### config.mk
export PLATFORM = sky130hd
export DESIGN_NAME = windowed_day_night_detector_core
export DESIGN_NICKNAME = d
export VERILOG_FILES = /design/src/rtl/wdnd_pkg.sv /design/src/rtl/windowed_day_night_detector_core.sv /design/src/rtl/wdnd_cell.sv /design/src/rtl/wdnd_chain.sv
export SDC_FILE = /design/constraint.sdc
export NUM_CORES = 1
export LEC_CHECK = 0
export ABC_AREA = 1
export BUFFER_PORTS_ARGS = -buffer_cell sky130_fd_sc_hd__buf_4
export CORE_MARGIN = 5
export CORE_UTILIZATION = 26
export CTS_CLUSTER_DIAMETER = 30
export CTS_CLUSTER_SIZE = 28
export DETAILED_ROUTE_END_ITERATION = 8
export GPL_ROUTABILITY_DRIVEN = 0
export SYNTH_ARGS = -nofsm -noshare
export SYNTH_HDL_FRONTEND = slang
export SYNTH_SLANG_ARGS = --single-unit
### constraint.sdc
create_clock -name clk -period 6.7 [get_ports clk]
set_input_delay 0.67 -clock clk [delete_from_list [all_inputs] [get_ports clk]]
set_output_delay 0.67 -clock clk [all_outputs]
set_load 0.01 [all_outputs]
### src/rtl/wdnd_pkg.sv
`timescale 1ns / 1ps

package wdnd_pkg;

  localparam int WINDOW_DEF = 8;
  localparam int SAMPLE_W   = 16;

  // opcode field
  localparam logic OP_SAMPLE  = 1'b0;
  localparam logic OP_CONNECT = 1'b1;

  // cause field
  localparam logic CAUSE_SAMPLES = 1'b0;
  localparam logic CAUSE_CONNECT = 1'b1;

  // register index (paddr[2])
  localparam logic REG_DAY   = 1'b0;
  localparam logic REG_NIGHT = 1'b1;

  typedef enum logic [1:0] {
    ST_IDLE,
    ST_SCAN,
    ST_EMIT
  } state_t;

  // chain control: shift moves every cell by one, load picks the new sample
  // as the head input instead of the recirculated tail
  typedef struct packed {
    logic shift;
    logic load;
  } chain_ctrl_t;

endpackage

### src/rtl/windowed_day_night_detector_core.sv
`timescale 1ns / 1ps
// Path: a connect report (connected set) goes ST_IDLE, ST_EMIT, then the out_valid register;
//   a light sample with a mode change goes ST_IDLE (accept), ST_SCAN, ST_EMIT, out_valid.
// Throughput: one request at a time; once the window is full, a sample is followed by the
//   scan that rotates the cell chain once past the compare unit, then ST_EMIT with a result.
// Reset (rst, synchronous, active high): day mode, empty window, thresholds 65535 / 0.
module windowed_day_night_detector_core #(
  parameter int WINDOW = wdnd_pkg::WINDOW_DEF
) (
  input  logic                          clk,
  input  logic                          rst,
  // request channel
  input  logic                          in_valid,
  output logic                          in_ready,
  input  logic                          opcode,
  input  logic [wdnd_pkg::SAMPLE_W-1:0] light_sample,
  input  logic                          connected,
  // result channel
  output logic                          out_valid,
  input  logic                          out_ready,
  output logic                          night_mode,
  output logic                          cause,
  // APB configuration port
  input  logic                          psel,
  input  logic                          penable,
  input  logic                          pwrite,
  input  logic [2:0]                    paddr,
  input  logic [31:0]                   pwdata,
  output logic [31:0]                   prdata,
  output logic                          pready
);
  import wdnd_pkg::*;

  localparam int FW = $clog2(WINDOW + 1);  // fill count holds 0..WINDOW
  localparam int CW = $clog2(WINDOW);      // scan count 0..WINDOW-1
  localparam logic [FW-1:0] FILL_FULL = FW'(WINDOW);
  localparam logic [CW-1:0] SCAN_LAST = CW'(WINDOW - 1);

  // ---------------- configuration ----------------
  logic [SAMPLE_W-1:0] day_thr;
  logic [SAMPLE_W-1:0] night_thr;
  logic                cfg_wr;

  assign pready = 1'b1;
  assign cfg_wr = psel && penable && pwrite && pready;

  always_ff @(posedge clk) begin
    if (rst) begin
      day_thr   <= '1;
      night_thr <= '0;
    end else if (cfg_wr) begin
      unique case (paddr[2])
        REG_DAY:   day_thr   <= pwdata[SAMPLE_W-1:0];
        REG_NIGHT: night_thr <= pwdata[SAMPLE_W-1:0];
        default:   ;
      endcase
    end
  end

  assign prdata = (paddr[2] == REG_NIGHT) ? {{(32-SAMPLE_W){1'b0}}, night_thr}
                                          : {{(32-SAMPLE_W){1'b0}}, day_thr};

  // ---------------- sample window ----------------
  // Order inside the window does not matter for the all-dark / all-bright
  // check, so the ring is kept as a shift chain. A scan rotates it a full
  // turn, comparing the tail cell each cycle.
  chain_ctrl_t         ctrl;
  logic [SAMPLE_W-1:0] tail;

  wdnd_chain #(.WINDOW(WINDOW)) u_chain (
    .clk       (clk),
    .ctrl      (ctrl),
    .sample_in (light_sample),
    .tail      (tail)
  );

  // ---------------- control ----------------
  state_t        state, state_next;
  logic [FW-1:0] fill, fill_next;
  logic [CW-1:0] scan_cnt, scan_cnt_next;
  logic          dark_acc, dark_acc_next;
  logic          bright_acc, bright_acc_next;
  logic          night_active, night_active_next;
  logic          pend_mode, pend_mode_next;
  logic          pend_cause, pend_cause_next;
  logic          load_out;
  logic          dark_hit, bright_hit;
  logic          all_dark, all_bright;

  assign dark_hit   = (tail <= night_thr);
  assign bright_hit = (tail >= day_thr);
  assign all_dark   = dark_acc & dark_hit;
  assign all_bright = bright_acc & bright_hit;

  always_ff @(posedge clk) begin
    if (rst) begin
      state        <= ST_IDLE;
      fill         <= '0;
      night_active <= 1'b0;
    end else begin
      state        <= state_next;
      fill         <= fill_next;
      night_active <= night_active_next;
    end
  end

  always_ff @(posedge clk) begin
    scan_cnt   <= scan_cnt_next;
    dark_acc   <= dark_acc_next;
    bright_acc <= bright_acc_next;
    pend_mode  <= pend_mode_next;
    pend_cause <= pend_cause_next;
  end

  always_comb begin
    state_next        = state;
    fill_next         = fill;
    scan_cnt_next     = scan_cnt;
    dark_acc_next     = dark_acc;
    bright_acc_next   = bright_acc;
    night_active_next = night_active;
    pend_mode_next    = pend_mode;
    pend_cause_next   = pend_cause;
    ctrl              = '0;
    in_ready          = 1'b0;
    load_out          = 1'b0;

    unique case (state)
      ST_IDLE: begin
        in_ready = 1'b1;
        if (in_valid) begin
          if (opcode == OP_CONNECT) begin
            if (connected) begin
              pend_mode_next  = night_active;
              pend_cause_next = CAUSE_CONNECT;
              state_next      = ST_EMIT;
            end
          end else begin
            ctrl.shift = 1'b1;
            ctrl.load  = 1'b1;
            if (fill != FILL_FULL) begin
              fill_next = fill + 1'b1;
            end
            // window counts as filled on the WINDOW-th sample
            if (fill_next == FILL_FULL) begin
              scan_cnt_next   = '0;
              dark_acc_next   = 1'b1;
              bright_acc_next = 1'b1;
              state_next      = ST_SCAN;
            end
          end
        end
      end

      ST_SCAN: begin
        ctrl.shift      = 1'b1;
        dark_acc_next   = all_dark;
        bright_acc_next = all_bright;
        scan_cnt_next   = scan_cnt + 1'b1;
        if (scan_cnt == SCAN_LAST) begin
          state_next = ST_IDLE;
          // both checks true: mode left alone
          if (!(all_dark && all_bright)) begin
            if (all_bright && night_active) begin
              night_active_next = 1'b0;
              pend_mode_next    = 1'b0;
              pend_cause_next   = CAUSE_SAMPLES;
              state_next        = ST_EMIT;
            end else if (all_dark && !night_active) begin
              night_active_next = 1'b1;
              pend_mode_next    = 1'b1;
              pend_cause_next   = CAUSE_SAMPLES;
              state_next        = ST_EMIT;
            end
          end
        end
      end

      ST_EMIT: begin
        // wait for the output register to free up
        if (!out_valid || out_ready) begin
          load_out   = 1'b1;
          state_next = ST_IDLE;
        end
      end

      default: state_next = ST_IDLE;
    endcase
  end

  // ---------------- output register ----------------
  always_ff @(posedge clk) begin
    if (rst) begin
      out_valid <= 1'b0;
    end else if (load_out) begin
      out_valid <= 1'b1;
    end else if (out_ready) begin
      out_valid <= 1'b0;
    end
  end

  always_ff @(posedge clk) begin
    if (load_out) begin
      night_mode <= pend_mode;
      cause      <= pend_cause;
    end
  end

endmodule

### src/rtl/wdnd_cell.sv
`timescale 1ns / 1ps

module wdnd_cell (
  input  logic                          clk,
  input  logic                          en,
  input  logic [wdnd_pkg::SAMPLE_W-1:0] d,
  output logic [wdnd_pkg::SAMPLE_W-1:0] q
);
  import wdnd_pkg::*;

  always_ff @(posedge clk) begin
    if (en) begin
      q <= d;
    end
  end

endmodule

### src/rtl/wdnd_chain.sv
`timescale 1ns / 1ps

module wdnd_chain #(
  parameter int WINDOW = wdnd_pkg::WINDOW_DEF
) (
  input  logic                          clk,
  input  wdnd_pkg::chain_ctrl_t         ctrl,
  input  logic [wdnd_pkg::SAMPLE_W-1:0] sample_in,
  output logic [wdnd_pkg::SAMPLE_W-1:0] tail
);
  import wdnd_pkg::*;

  logic [SAMPLE_W-1:0] cell_q [WINDOW];
  logic [SAMPLE_W-1:0] head;

  // head takes a new sample or the tail (rotate during scan)
  assign head = ctrl.load ? sample_in : tail;
  assign tail = cell_q[WINDOW-1];

  for (genvar i = 0; i < WINDOW; i++) begin : g_cell
    if (i == 0) begin : g_head
      wdnd_cell u_cell (
        .clk (clk),
        .en  (ctrl.shift),
        .d   (head),
        .q   (cell_q[i])
      );
    end else begin : g_body
      wdnd_cell u_cell (
        .clk (clk),
        .en  (ctrl.shift),
        .d   (cell_q[i-1]),
        .q   (cell_q[i])
      );
    end
  end

endmodule

## Yosys cells after proc, flatten, opt, wreduce, memory -nomap -nowiden

Index checks and enable logic that the tools add are counted.

| operators by class | value |
|---|---|
| multiplexer cells | 50 |
| bitwise logic cells | 5 |
| magnitude comparators | 2 |
| equality and inequality tests | 16 |
| $add $sub $neg | 2 |
| reductions and logical operators | 19 |

Operator list:

| kind | number |
|---|---|
| 16-bit two-way mux | 2 |
| 1-bit two-way mux | 23 |
| 2-bit two-way mux | 11 |
| 16-bit >= comparator | 1 |
| 16-bit <= comparator | 1 |
| 4-bit two-way mux | 4 |
| 2-bit inequality test, second input constant | 8 |
| 1-bit one-hot mux with 2 select lines | 5 |
| 3-bit two-way mux | 3 |
| 3-bit inequality test, second input constant | 3 |
| 4-bit AND reduction | 2 |
| 7-bit AND reduction | 1 |
| 2-bit one-hot mux with 3 select lines | 1 |
| 3-bit one-hot mux with 2 select lines | 1 |
| 2-bit nonzero test | 3 |
| 1-bit logical AND | 5 |
| 5-bit AND reduction | 1 |
| 4-bit by 1-bit adder with 4-bit output, second input constant | 1 |
| 4-bit == test, second input constant | 1 |
| 4-bit inequality test, second input constant | 1 |
| 2-bit AND reduction | 2 |
| 3-bit by 1-bit adder with 3-bit output, second input constant | 1 |
| 3-bit == test, second input constant | 1 |
| 1-bit NOT | 3 |
| other kinds (7) | 9 |

| word-level totals | value |
|---|---|
| bits in registers | 177 |
| output and inout bits | 37 |
| logic and storage cells | 115 |
| bits of input ports | 60 |

## Depth between registers and ports, before layout

| logic depth | value |
|---|---|
| word-level depth | 10 |
| depth in mapped cells | 16 |

## Modules after synthesis

A second synthesis with hierarchy kept.

| unflattened totals | value |
|---|---|
| cell total of the unflattened synthesis | 593 |
| area total of the unflattened synthesis | 7179.4 um2 |

By module, submodules not included:

| module | cells an instance | times used | area each (um2) |
|---|---|---|---|
| wdnd_cell | 16 | 8 | 480.5 |
| windowed_day_night_detector_core | 413 | 1 | 3091.7 |
| wdnd_chain | 52 | 1 | 244.0 |

## Worst setup path before layout

No wires, ideal clock.

| path | value |
|---|---|
| path kind | input-to-reg |
| from | input port opcode |
| to | register bright_acc (enable) |
| buffers on the path | 0 |
| required time | 6.325 ns |
| setup slack | 2.032 ns |
| setup time | 0.375 ns |
| stages on the path | 4 |
| arrival time | 4.293 ns |
| path through | inv_1 > nand3_2 > nand2_1 > a21boi_0 |

| between the ends | value |
|---|---|
| word-level cells in the longest chain between the ends | 2 |

RTL lines:

| what | line | RTL |
|---|---|---|
| from (decl) | windowed_day_night_detector_core.sv:15 | `input logic opcode,` |
| 2-bit inequality test (no line) | -- |  |
| 4-bit AND reduction (no line) | -- |  |
| to (signal assigned) | windowed_day_night_detector_core.sv:110 | `bright_acc <= bright_acc_next;` |
| to (decl) | windowed_day_night_detector_core.sv:82 | `logic bright_acc, bright_acc_next;` |

Every way passes these cells.
A chain may end at the register's enable or synchronous reset.

==> results.sh <==
export IMPL_areaGrowthSynthToFinish_pct=18.9
export IMPL_tightest_slew_ns=1.15
export IMPL_hold_slack_ns=0.412
export IMPL_timing_fmax_mhz=330
export IMPL_clk_pin_slew_ns=0.07
export IMPL_post_cts_resized=0
export IMPL_switching_share=0.240
export IMPL_wirelength_mm=14.3
export IMPL_yosysUniqueCellTypes=33
export IMPL_wl_per_cell_um=14.2
export IMPL_wl_met3_um=943
export IMPL_die_height_um=176
export IMPL_dr_pass1_iters=4
export IMPL_finalCriticalPeriod_ns=3.03
export IMPL_end_kind="flop"
export IMPL_grt_pass1_vias=4079
export IMPL_hp_class="reg2reg"
export IMPL_io_pins=97
export IMPL_clkPwrFrac=0.379
export IMPL_power_switching_mw=0.618
export IMPL_drtIter0Drc=287
export IMPL_initial_core_util=0.264
export IMPL_grt_usage=0.0942
export IMPL_nFillCells=2662
export IMPL_antenna_found_initial=2
export IMPL_crit_fanout=71
export IMPL_cp_slowest_cell="nand2_4"
export IMPL_cts_tree="yes"
export IMPL_crit_required_ns=6.76
export IMPL_ys_warn_count=0
export IMPL_worst_path_largest_cell_delay_ns=0.93
export IMPL_final_cell_mix="edfxtp_1 (137), nand2_1 (108), inv_1 (64)"
export IMPL_syn_area_sq_um=7130
export IMPL_overflow=0
export IMPL_ys_ff_latch=177
export IMPL_dp_hpwl_mm=9.57
export IMPL_place_area_sq_um=7890
export IMPL_hold_depth=0
export IMPL_htreeDepth=4
export IMPL_core_area_sq_um=27000
export IMPL_highest_layer="met5"
export IMPL_final_common_cell="edfxtp_1"
export IMPL_fin_nets=749
export IMPL_num_rows=60
export IMPL_wl_met2_mm=6.44
export IMPL_setup_tns_ns=0
export IMPL_skew_ns=0.0153
export IMPL_drc=0
export IMPL_rsz0062_at_grt="no"
export IMPL_worstSkewPairLatency_ns=0.43
export IMPL_startpoint_type="flop"
export IMPL_grt_max_degree=72
export IMPL_met1_length_mm=6.84
export IMPL_p_comb_frac=0.092
export IMPL_setup_viol=0
export IMPL_critPathArrivalTime_ns=3.09
export IMPL_cts_root_buf="clkbuf_16"
export IMPL_p_total_mw=2.57
export IMPL_vias_per_cell=4.18
export IMPL_post_route_period_util=0.453
export IMPL_avgSynthCellArea_sq_um=12.1
export IMPL_dieArea_sq_um=30800
export IMPL_clock_path_buffers=2
export IMPL_worstPathCellList="nor2_4 -> nand3_2 -> nand2_4 -> buf_4"
export IMPL_cts_hold_buf=0
export IMPL_worst_setup_path_type="reg2reg"
export IMPL_status="finished, final reports clean"
export IMPL_cap_violations=0
export IMPL_finalHoldViolCount=0
export IMPL_p_int_mw=1.96
export IMPL_via_count=4211
export IMPL_seqPwrFrac=0.529
export IMPL_peakVddDrop_mv=0.149
export IMPL_r2r_cells=4
export IMPL_antenna_left=0
export IMPL_p_leak_nw=3.36
export IMPL_design_area_sq_um=8480
export IMPL_io_buffers=61
export IMPL_cts_buffers=17
export IMPL_drive_gt1_frac=0.165
export IMPL_power_density_nw_per_um2=304
export IMPL_slew_viol_final=0
export IMPL_grt_pass1_wl_mm=22.2
export IMPL_post_cts_setup_buffers=0
export IMPL_die_x_um=176
export IMPL_synth_cells=591
export IMPL_synth_seq_area_share=0.690
export IMPL_slew_headroom=0.230
export IMPL_clock_sink_count=177
==> layout make-up <==
cell class | count | area (sq um) | share of cell area
clock buffer | 18 | 429 | 0.0506
tap | 341 | 427 | 0.0503
clock inverter | 14 | 155 | 0.0183
antenna | 1 | 2.50 | 0.000295
sequential | 177 | 4910 | 0.580
timing repair buffer | 62 | 465 | 0.0549
multi-input combinational | 329 | 1840 | 0.217
inverter | 66 | 248 | 0.0292
==> worst max-delay path, delay by kind of cell, from the launching register on <==
kind                   cells  cell delay (ns)
AND/OR/NAND/NOR            3             1.52
buffers and inverters      1             0.74
flip-flops                 1             0.36
==> power groups by stage <==
stage / Sequential (mW) / Combinational, mW / Clock (mW)
after CTS: 1.36 / 0.242 / 1.01
after detailed placement: 1.38 / 0.241 / 0
after floorplan: 1.38 / 0.159 / 0
after global placement: 1.38 / 0.236 / 0
final: 1.36 / 0.236 / 0.977
after global routing: 1.37 / 0.271 / 1.06
==> flip-flops by register name (all words and copies together) (netlist names), 2 cells and up <==
register	count
fill	4
day_thr	16
state	2
scan_cnt	3
u_chain.g_cell.g_head.u_cell.q	16
u_chain.g_cell.g_body.u_cell.q	112
night_thr	16
==> final timing paths <==
path / from / end / slack, ns
max reg2reg: state[0] / u_chain.g_cell[5].g_body.u_cell.q[1] / 3.67
max: state[0] / u_chain.g_cell[5].g_body.u_cell.q[1] / 3.67
min reg2reg: u_chain.g_cell[1].g_body.u_cell.q[14] / u_chain.g_cell[2].g_body.u_cell.q[14] / 0.41
min: u_chain.g_cell[1].g_body.u_cell.q[14] / u_chain.g_cell[2].g_body.u_cell.q[14] / 0.41
==> metal layers <==
metal	GRT usage	vias up
met2	0.143	94
met5	0	-
met3	0.0349	10
met4	0.0253	2
li1	-	2125
met1	0.127	1980
==> cell families after synthesis <==
kind of cell	count (synthesis)	synth area share
adders and majority gates	36	0.0632
other	2	0.00105
and+or+nand+nor	159	0.0952
DFF	177	0.690
buffers and inverters	100	0.0621
AOI/OAI and AO/OA	115	0.0864
xor gates and xnor gates	2	0.00246
==> cell usage after synthesis <==
library cell  instances  area share
a21boi_0              2      0.0021
a21o_1                1      0.0011
buf_4                17       0.018
o221a_4               1      0.0028
nor3_2                1      0.0014
edfxtp_1            137        0.58
nand2_1             109       0.057
nor2_1               27       0.014
nor2_4                2      0.0032
ha_1                 36       0.063
dfxtp_1              40        0.11
inv_2                 1     0.00053
xor2_1                2      0.0025
clkbuf_1             13      0.0068
nand2_2               3      0.0026
a21oi_2               2      0.0025
and2_1                1     0.00088
nand3b_2              1      0.0016
o21bai_1              1      0.0011
conb_1                2      0.0011
o21ai_0              56       0.039
nand4_1               2      0.0018
inv_1                64       0.034
nand3_2               4      0.0056
o211ai_1              1      0.0011
o2111ai_1             1      0.0012
buf_1                 1     0.00053
clkinv_1              1     0.00053
a21oi_1              49       0.034
nand3_1               8      0.0056
a31oi_1               1     0.00088
nor2_2                1     0.00088
buf_2                 3      0.0021
==> through the flow <==
| step | instances | util | setup WS (ns) |
|---|---|---|---|
| final | 1008 | 0.315 | 3.67 |
| after global routing | 1007 | 0.314 | 3.43 |
| after CTS | 1007 | 0.314 | 3.60 |
| after detailed placement | 975 | 0.293 | 3.15 |
| after global placement | 975 | 0.293 | 3.22 |
| after floorplan | 606 | - | 2.03 |
Power figures use the tool's default switching activity.
